### src/fcir_pkg.sv
// ----------------------------------------------------------------------------
// fcir_pkg: shared definitions for the frame capture block
// Default sizes, field widths and the result record handed to the output stage.
// ----------------------------------------------------------------------------
package fcir_pkg;

    localparam int FRAME_SIZE_DEF  = 256;
    localparam int CHANNELS_DEF    = 2;
    localparam int IDLE_GROUPS_DEF = 5;

    localparam int SAMPLE_W = 15;
    localparam int INDEX_W  = 8;

    // 0.01 of full scale (32768), rounded
    localparam logic [SAMPLE_W-1:0] THRESHOLD_RESET = 15'd328;

    typedef logic [SAMPLE_W-1:0] sample_t;

    typedef struct packed {
        logic                 frame_done;
        logic                 idle_restart;
        sample_t              sample_out;
        logic [INDEX_W-1:0]   write_index;
        logic                 stored;
    } result_t;

endpackage

### src/fcir_cell.sv
// ----------------------------------------------------------------------------
// fcir_cell: one history cell
// Holds one sample, hands it to the next cell on every write and flags
// whether the incoming value stays within the threshold of its channel head.
// ----------------------------------------------------------------------------
module fcir_cell (
    input  logic              aclk,
    input  logic              shift_en,
    input  fcir_pkg::sample_t d_in,
    input  fcir_pkg::sample_t ref_in,
    input  fcir_pkg::sample_t threshold,
    output fcir_pkg::sample_t q,
    output logic              quiet
);

    fcir_pkg::sample_t q_reg;
    fcir_pkg::sample_t diff;

    always_ff @(posedge aclk) begin
        if (shift_en) begin
            q_reg <= d_in;
        end
    end

    // absolute difference of the values this cell and its head take on the write
    always_comb begin
        diff = (d_in > ref_in) ? (d_in - ref_in) : (ref_in - d_in);
    end

    assign quiet = (diff <= threshold);
    assign q     = q_reg;

endmodule

### src/fcir_skid.sv
// ----------------------------------------------------------------------------
// fcir_skid: output register with skid stage
// Takes a result while the output holds a stalled one; drains skid first.
// ----------------------------------------------------------------------------
module fcir_skid (
    input  logic               aclk,
    input  logic               aresetn,
    input  logic               in_valid,
    output logic               in_ready,
    input  fcir_pkg::result_t  in_data,
    output logic               out_valid,
    input  logic               out_ready,
    output fcir_pkg::result_t  out_data
);

    logic              out_valid_reg, out_valid_next;
    logic              skid_valid_reg, skid_valid_next;
    fcir_pkg::result_t out_reg, out_next;
    fcir_pkg::result_t skid_reg, skid_next;

    assign in_ready = !skid_valid_reg;

    always_comb begin
        out_valid_next  = out_valid_reg;
        skid_valid_next = skid_valid_reg;
        out_next        = out_reg;
        skid_next       = skid_reg;
        if (out_valid_reg && !out_ready) begin
            // hold output, park a new result in skid
            if (in_valid && !skid_valid_reg) begin
                skid_valid_next = 1'b1;
                skid_next       = in_data;
            end
        end else if (skid_valid_reg) begin
            out_valid_next  = 1'b1;
            out_next        = skid_reg;
            skid_valid_next = 1'b0;
        end else begin
            out_valid_next = in_valid;
            out_next       = in_data;
        end
    end

    always_ff @(posedge aclk) begin
        if (!aresetn) begin
            out_valid_reg  <= 1'b0;
            skid_valid_reg <= 1'b0;
        end else begin
            out_valid_reg  <= out_valid_next;
            skid_valid_reg <= skid_valid_next;
        end
        out_reg  <= out_next;
        skid_reg <= skid_next;
    end

    assign out_valid = out_valid_reg;
    assign out_data  = out_reg;

endmodule

### src/frame_capture_idle_restart.sv
// ----------------------------------------------------------------------------
// frame_capture_idle_restart: multiplexed sample frame capture with idle restart
// Syncs on the last mux channel, writes samples to successive frame positions
// and restarts the frame when every channel has stayed still for a window.
// ----------------------------------------------------------------------------
//
//  channel  | direction | ports                              | payload
//  ---------+-----------+------------------------------------+---------------------
//  s_       | in        | s_tvalid s_tready s_tdata s_tuser  | sample, channel
//  m_       | out       | m_tvalid m_tready m_tdata m_tuser  | index, sample, flags
//           |           | m_tlast                            | frame_done
//  cfg_     | in        | cfg_we cfg_wdata                   | idle_threshold
//
//  One transfer per cycle while s_tready is high: each item is decided in the
//  cycle it is accepted, the history chain comparing all cells in parallel; the
//  result is registered in the output register, or in the skid stage if stalled.
//  Reset (aresetn low, synchronous) enters syncing at position 0 and loads
//  the threshold with 328; history cells are not cleared.
//  A stalled output keeps one more result in the skid stage; s_tready drops
//  only once that stage is full.
// ----------------------------------------------------------------------------
module frame_capture_idle_restart #(
    parameter int FRAME_SIZE  = fcir_pkg::FRAME_SIZE_DEF,
    parameter int CHANNELS    = fcir_pkg::CHANNELS_DEF,
    parameter int IDLE_GROUPS = fcir_pkg::IDLE_GROUPS_DEF
) (
    input  logic        aclk,
    input  logic        aresetn,
    input  logic        s_tvalid,
    output logic        s_tready,
    input  logic [15:0] s_tdata,   // [14:0] sample, [15] zero fill
    input  logic [0:0]  s_tuser,   // [0] channel
    output logic        m_tvalid,
    input  logic        m_tready,
    output logic [23:0] m_tdata,   // [7:0] write_index, [22:8] sample_out, [23] zero
    output logic [1:0]  m_tuser,   // [0] stored, [1] idle_restart
    output logic        m_tlast,   // frame_done
    input  logic        cfg_we,
    input  logic [14:0] cfg_wdata  // idle_threshold
);

    localparam int HIST_DEPTH  = CHANNELS * IDLE_GROUPS;
    localparam int INFER_LIMIT = (9 * FRAME_SIZE) / 10;
    localparam int POS_MAX     = (FRAME_SIZE > HIST_DEPTH) ? FRAME_SIZE : HIST_DEPTH;
    localparam int POS_W       = $clog2(POS_MAX + 1);
    localparam int GRP_W       = (CHANNELS > 1) ? $clog2(CHANNELS) : 1;
    // sync channel must fit the one-bit channel field
    localparam bit   SYNC_REACH = (CHANNELS <= 2);
    localparam logic SYNC_CODE  = 1'(CHANNELS - 1);

    logic                 syncing_reg, syncing_next;
    logic [POS_W-1:0]     pos_reg, pos_next;
    logic [GRP_W-1:0]     grp_reg, grp_next;
    fcir_pkg::sample_t    thr_reg;

    logic                 accept;
    logic                 write_en;
    logic [POS_W-1:0]     pos_inc;
    logic                 grp_wrap;
    logic                 frame_full;
    logic                 check_win;
    logic                 idle;
    logic                 fwd_ready;
    fcir_pkg::sample_t    sample_in;
    fcir_pkg::result_t    result;
    fcir_pkg::result_t    out_data;

    fcir_pkg::sample_t    cell_din [HIST_DEPTH];
    fcir_pkg::sample_t    cell_q   [HIST_DEPTH];
    logic [HIST_DEPTH-1:0] cell_quiet;

    assign sample_in = s_tdata[14:0];
    assign s_tready  = fwd_ready;
    assign accept    = s_tvalid && fwd_ready;
    assign write_en  = accept && !syncing_reg;

    // Threshold register: to be written while the block is idle; the block itself does not enforce this
    always_ff @(posedge aclk) begin
        if (!aresetn) begin
            thr_reg <= fcir_pkg::THRESHOLD_RESET;
        end else if (cfg_we) begin
            thr_reg <= cfg_wdata;
        end
    end

    // History chain: newest sample enters cell 0, each cell passes on its value.
    // Every cell compares its incoming value with the incoming value of the
    // head cell of its channel.
    for (genvar k = 0; k < HIST_DEPTH; k++) begin : g_cell
        if (k == 0) begin : g_head
            assign cell_din[k] = sample_in;
        end else begin : g_link
            assign cell_din[k] = cell_q[k-1];
        end

        fcir_cell u_cell (
            .aclk      (aclk),
            .shift_en  (write_en),
            .d_in      (cell_din[k]),
            .ref_in    (cell_din[k % CHANNELS]),
            .threshold (thr_reg),
            .q         (cell_q[k]),
            .quiet     (cell_quiet[k])
        );
    end

    assign idle = &cell_quiet;

    // Position bookkeeping; grp_reg tracks position modulo CHANNELS
    assign pos_inc    = pos_reg + POS_W'(1);
    assign grp_wrap   = (grp_reg == GRP_W'(CHANNELS - 1));
    assign frame_full = (pos_inc >= POS_W'(FRAME_SIZE));
    assign check_win  = grp_wrap && (pos_inc >= POS_W'(HIST_DEPTH))
                        && (pos_inc < POS_W'(INFER_LIMIT));

    always_comb begin
        syncing_next = syncing_reg;
        pos_next     = pos_reg;
        grp_next     = grp_reg;
        result       = '0;
        if (accept) begin
            if (syncing_reg) begin
                // drop items until the last channel shows up
                if (SYNC_REACH && (s_tuser[0] == SYNC_CODE)) begin
                    syncing_next = 1'b0;
                end
            end else begin
                result.stored      = 1'b1;
                result.write_index = fcir_pkg::INDEX_W'(pos_reg);
                result.sample_out  = sample_in;
                pos_next           = pos_inc;
                grp_next           = grp_wrap ? '0 : grp_reg + GRP_W'(1);
                if (frame_full) begin
                    result.frame_done = 1'b1;
                    pos_next          = '0;
                    grp_next          = '0;
                    syncing_next      = 1'b1;
                end else if (check_win && idle) begin
                    result.idle_restart = 1'b1;
                    pos_next            = '0;
                    grp_next            = '0;
                end
            end
        end
    end

    always_ff @(posedge aclk) begin
        if (!aresetn) begin
            syncing_reg <= 1'b1;
            pos_reg     <= '0;
            grp_reg     <= '0;
        end else begin
            syncing_reg <= syncing_next;
            pos_reg     <= pos_next;
            grp_reg     <= grp_next;
        end
    end

    // Output register with skid stage
    fcir_skid u_skid (
        .aclk      (aclk),
        .aresetn   (aresetn),
        .in_valid  (accept),
        .in_ready  (fwd_ready),
        .in_data   (result),
        .out_valid (m_tvalid),
        .out_ready (m_tready),
        .out_data  (out_data)
    );

    assign m_tdata = {1'b0, out_data.sample_out, out_data.write_index};
    assign m_tuser = {out_data.idle_restart, out_data.stored};
    assign m_tlast = out_data.frame_done;

    // ------------------------------------------------------------------------
    // Checks
    // ------------------------------------------------------------------------
    a_sync_pos_zero : assert property (@(posedge aclk) disable iff (!aresetn)
        syncing_reg |-> (pos_reg == '0) && (grp_reg == '0))
        else $error("position not cleared while syncing");

    a_pos_in_frame : assert property (@(posedge aclk) disable iff (!aresetn)
        pos_reg < POS_W'(FRAME_SIZE))
        else $error("frame position out of range");

    a_flags_exclusive : assert property (@(posedge aclk) disable iff (!aresetn)
        m_tvalid && (m_tlast || m_tuser[1]) |-> m_tuser[0] && !(m_tlast && m_tuser[1]))
        else $error("restart/done flags on a non-stored or doubly flagged result");

    a_stall_only_full : assert property (@(posedge aclk) disable iff (!aresetn)
        !s_tready |-> m_tvalid)
        else $error("input stalled with output empty");

    a_done_resyncs : assert property (@(posedge aclk) disable iff (!aresetn)
        accept && !syncing_reg && frame_full |=> syncing_reg)
        else $error("full frame did not return to syncing");

endmodule

### config.mk
export PLATFORM = sky130hd
export DESIGN_NAME = frame_capture_idle_restart
export DESIGN_NICKNAME = d
export VERILOG_FILES = /design/src/fcir_pkg.sv /design/src/fcir_cell.sv /design/src/fcir_skid.sv /design/src/frame_capture_idle_restart.sv
export SDC_FILE = /design/constraint.sdc
export NUM_CORES = 1
export LEC_CHECK = 0
export BUFFER_PORTS_ARGS = -buffer_cell sky130_fd_sc_hd__buf_2
export CAP_MARGIN = 25
export CORE_UTILIZATION = 50
export CTS_BUF_LIST = sky130_fd_sc_hd__clkbuf_4 sky130_fd_sc_hd__clkbuf_8
export CTS_CLUSTER_SIZE = 40
export DETAILED_ROUTE_END_ITERATION = 7
export HOLD_SLACK_MARGIN = 0.02
export PLACE_DENSITY = 0.77
export SLEW_MARGIN = 20
export SYNTH_ARGS = -nofsm -noshare
export SYNTH_HDL_FRONTEND = slang
export SYNTH_HIERARCHICAL = 1
export SYNTH_SLANG_ARGS = --single-unit
### constraint.sdc
create_clock -name aclk -period 9 [get_ports aclk]
set_clock_uncertainty 0.1 [all_clocks]
set_input_delay 1.35 -clock aclk [delete_from_list [all_inputs] [get_ports aclk]]
set_output_delay 1.35 -clock aclk [all_outputs]
set_load 0.01 [all_outputs]
; ---- Yosys cells after proc, flatten, opt, wreduce, memory -nomap -nowiden
; Cells that the tools add are included.
[totals]
ff_bits = 215
inputBits = 37
wordCells = 103
[op_classes]
add_sub_neg = 20
magnitude_cmp = 21
n_mux = 22
bitwise_logic = 1
n_reduce_logical = 14
[ops]
columns = op, count
row1 = subtractor 15 bit, 18
row2 = less-or-equal comparator 15 bit, 10
row3 = > comparator 15 bit, 8
row4 = two-way mux 15 bit, 8
row5 = two-way mux 26 bit, 3
row6 = two-way mux 9 bit, 2
row7 = AND reduction 10 bit, 1
row8 = adder 9 x 1 -> 9 bit (second input constant), 1
row9 = greater-or-equal comparator 9 x 4 -> 1 bit (second input constant), 1
row10 = greater-or-equal comparator 9 bit (second input constant), 1
row11 = less-than comparator 9 x 8 -> 1 bit (second input constant), 1
row12 = two-way mux 1 bit, 9
row13 = logical AND 1 bit, 7
row14 = AND reduction 2 bit, 3
row15 = logical NOT 1 bit, 3
row16 = adder 1 bit (second input constant), 1
row17 = inverter 1 bit, 1

; ---- Logic depth before layout (Yosys ltp)
[logic_depth]
depth_word = 10
depth_mapped = 26
depth_no_buf = 24

; ---- By module
; Netlist, hierarchy kept.
[by_module_without_submodules]
columns = module, instances, cells_per_inst, area_each_um2, seq_area_each_um2
row1 = fcir_cell (g_cell[1].u_cell ...), 5, 274, 2293.4, 450.4
row2 = fcir_cell (g_cell[0].u_cell ...), 3, 276, 2297.2, 450.4
row3 = fcir_cell (g_cell[8].u_cell ...), 2, 264, 2296.0, 450.4
row4 = fcir_skid, 1, 89, 1993.2, 1601.5
row5 = frame_capture_idle_restart, 1, 190, 1569.0, 520.5

; ---- Worst setup path before layout
; Ideal clock, no wire load.
[synth_timing]
path_kind = input port to flip-flop
start = input s_tvalid
end = register u_skid/skid_reg[0] in the netlist's numbering, data pin
setup_ns = 1.087
arrival_time_ns = 6.091
required_ns = 7.813
setup_slack_ns = 1.722
path_stages = 5
cell_sequence = and2_1 nand2b_1 clkbuf_1 inv_1 clkbuf_1
[synth_lines]
columns = element, line
row1 = from (decl), frame_capture_idle_restart.sv:29  ; input logic s_tvalid,
row2 = to (signal assigned), fcir_skid.sv:53  ; skid_reg <= skid_next;
row3 = to (decl), fcir_skid.sv:19  ; fcir_pkg::result_t skid_reg, skid_next;

==> impl_metrics.ini <==
[status]
status = completed

[clock_tree]
clock_latency_ns = 0.58
cts.sink_count = 215
h-tree-depth = 2
cts_tree = built
ctsResizeCount = 0
post_cts_buffers = 0
clk_pin_slew_ns = 0.07
cts_root_buf = clkbuf_8
cts_buffers = 35
clk_path_buf_depth = 3
postCtsHoldBufs = 0

[grt]
grt_pass1_vias = 19908
antenna_found_initial = 4
grt_max_degree = 108
grt_use_total = 0.2650
overflow = 0
grt_pass1_wl_um = 109800

[floorplan]
die_area_sq_um = 53040
die_x_um = 230.3
io_pins = 66
std_cell_rows = 83
initial_core_util = 0.5070
core_region_area_sq_um = 51410
die_y_um = 230.3

[cells_and_area]
final_cell_mix = inv_1, ha_1, a21oi_1
post-route-util = 0.5316
layout.nets = 3502
layout-drive-gt1-share = 0.08515
design_area_sq_um = 27330
largest_register_ffs = 135
fillers = 4689
layout_commonest_cell = inv_1
syn_to_final_growth_pct = 4.849

[critical_path]
cp_data_arrival_time_ns = 7.36
worstSetupEndpointType = flip-flop
path_class = primary input to flip-flop
crit_fanout = 14
start_kind = primary input
crit_required_ns = 9.35

[drt]
ant_nets = 0
vias = 21538
routed_wl_um = 71750
via_per_inst = 5.804
drc = 0
drt_iter0_markers = 1902
routedWlPerCell_um = 19.33
drtPass1Iterations = 5

[min_path]
hold_class = flip-flop to flip-flop

[sta]
fin_crit_sh = 0.7788
worst_pin_slew_ns = 1.099
slew_viol_final = 0
finalHoldViolCount = 0
rsz0062_at_grt = no
period_needed_ns = 7.009
setup_viol = 0
fmax_mhz = 142.7
tns_ns = 0
slew_headroom = 0.2654

[placed_design]
place.gp.congestion = 0.9538
io_buffer_count = 63
placed_area_sq_um = 26580
dpl.hpwl_um = 53200

[power]
p_comb_frac = 0.359
cellPowerDensity_nw_per_um2 = 119.5
vdd_drop_max_v = 0.0001473
p_clk_frac = 0.287
leakage_nw = 12.86
power.internal_mw = 2.105
p_switching_mw = 1.160
p_seq_frac = 0.354
power.total_mw = 3.265
swShare = 0.3554

[synth]
syn_avg_cell_area_sq_um = 8.717
yosysWarningCount = 6
netlist_area_sq_um = 26060
synth_fp_nets = 3488
synthCells = 2990

[job]
drv_cap = 0
metrics by stage:
stage	hold WS, ns	std cells	setup WS, ns
finish	0.3622	3711	1.991
global route	0.3898	3710	1.687
CTS	0.3582	3710	2.011
detailed placement	0.3431	3647	1.477
global placement	0.3434	3647	1.545
floorplan	0.3334	2990	2.210
cell type report:
class / count / area [sq um] / share of cell area
Multi-Input combinational cell: 2198 / 17310 / 0.6334
Sequential cell: 215 / 6176 / 0.2260
Inverter: 468 / 1762 / 0.06447
Tap cell: 680 / 850.8 / 0.03114
Clock buffer: 46 / 564.3 / 0.02065
Timing Repair Buffer: 86 / 488.0 / 0.01786
Clock inverter: 17 / 175.2 / 0.006410
Antenna cell: 1 / 2.502 / 0.00009158
final timing paths:
path | from | endpoint | slack, ns | cells past startpoint
max | s_tdata[3] | u_skid/out_data[24]$_DFFE_PN_ | 1.99 | 20
min | g_cell[1].u_cell/q[14]$_DFFE_PP_ | g_cell[2].u_cell/q[14]$_DFFE_PP_ | 0.36 | 0
max reg2reg | g_cell[0].u_cell/q[3]$_DFFE_PP_ | u_skid/out_data[24]$_DFFE_PN_ | 2.84 | 21
min reg2reg | g_cell[1].u_cell/q[14]$_DFFE_PP_ | g_cell[2].u_cell/q[14]$_DFFE_PP_ | 0.36 | 0
power groups by stage:
stage | Sequential [mW] | Clock, mW | Combinational, mW
6_report | 1.16 | 0.936 | 1.17
5_1_grt | 1.16 | 0.983 | 1.30
4_1_cts | 1.15 | 0.939 | 1.16
3_5_place_dp | 1.18 | 0 | 1.15
3_3_place_gp | 1.17 | 0 | 1.13
2_1_floorplan | 1.17 | 0 | 0.883
per-layer routing:
metal  vias to the layer above  GRT usage  wire length (um)
li1                      10461          -                 -
met1                     10103     0.3588             30890
met3                       176    0.03807              5647
met4                         2     0.1287              3699
met5                         -          0                12
met2                       796     0.4129             31500
worst max-delay path, cell delays in order:
cell	delay (ns)
buf_2	0.51
inv_1	0.10
ha_1	0.46
nand2_2	0.12
a211oi_2	0.31
o21ai_2	0.14
a31oi_4	0.54
mux2i_1	0.29
xnor2_1	0.10
ha_1	0.30
nand4_1	0.15
or2_1	0.28
o32ai_1	0.94
nand4_1	0.27
nor2_1	0.20
nand4_1	0.36
a31oi_2	0.38
nand2_1	0.19
nor2_1	0.18
mux2_4	0.17
Power figures use the tool's default switching activity.
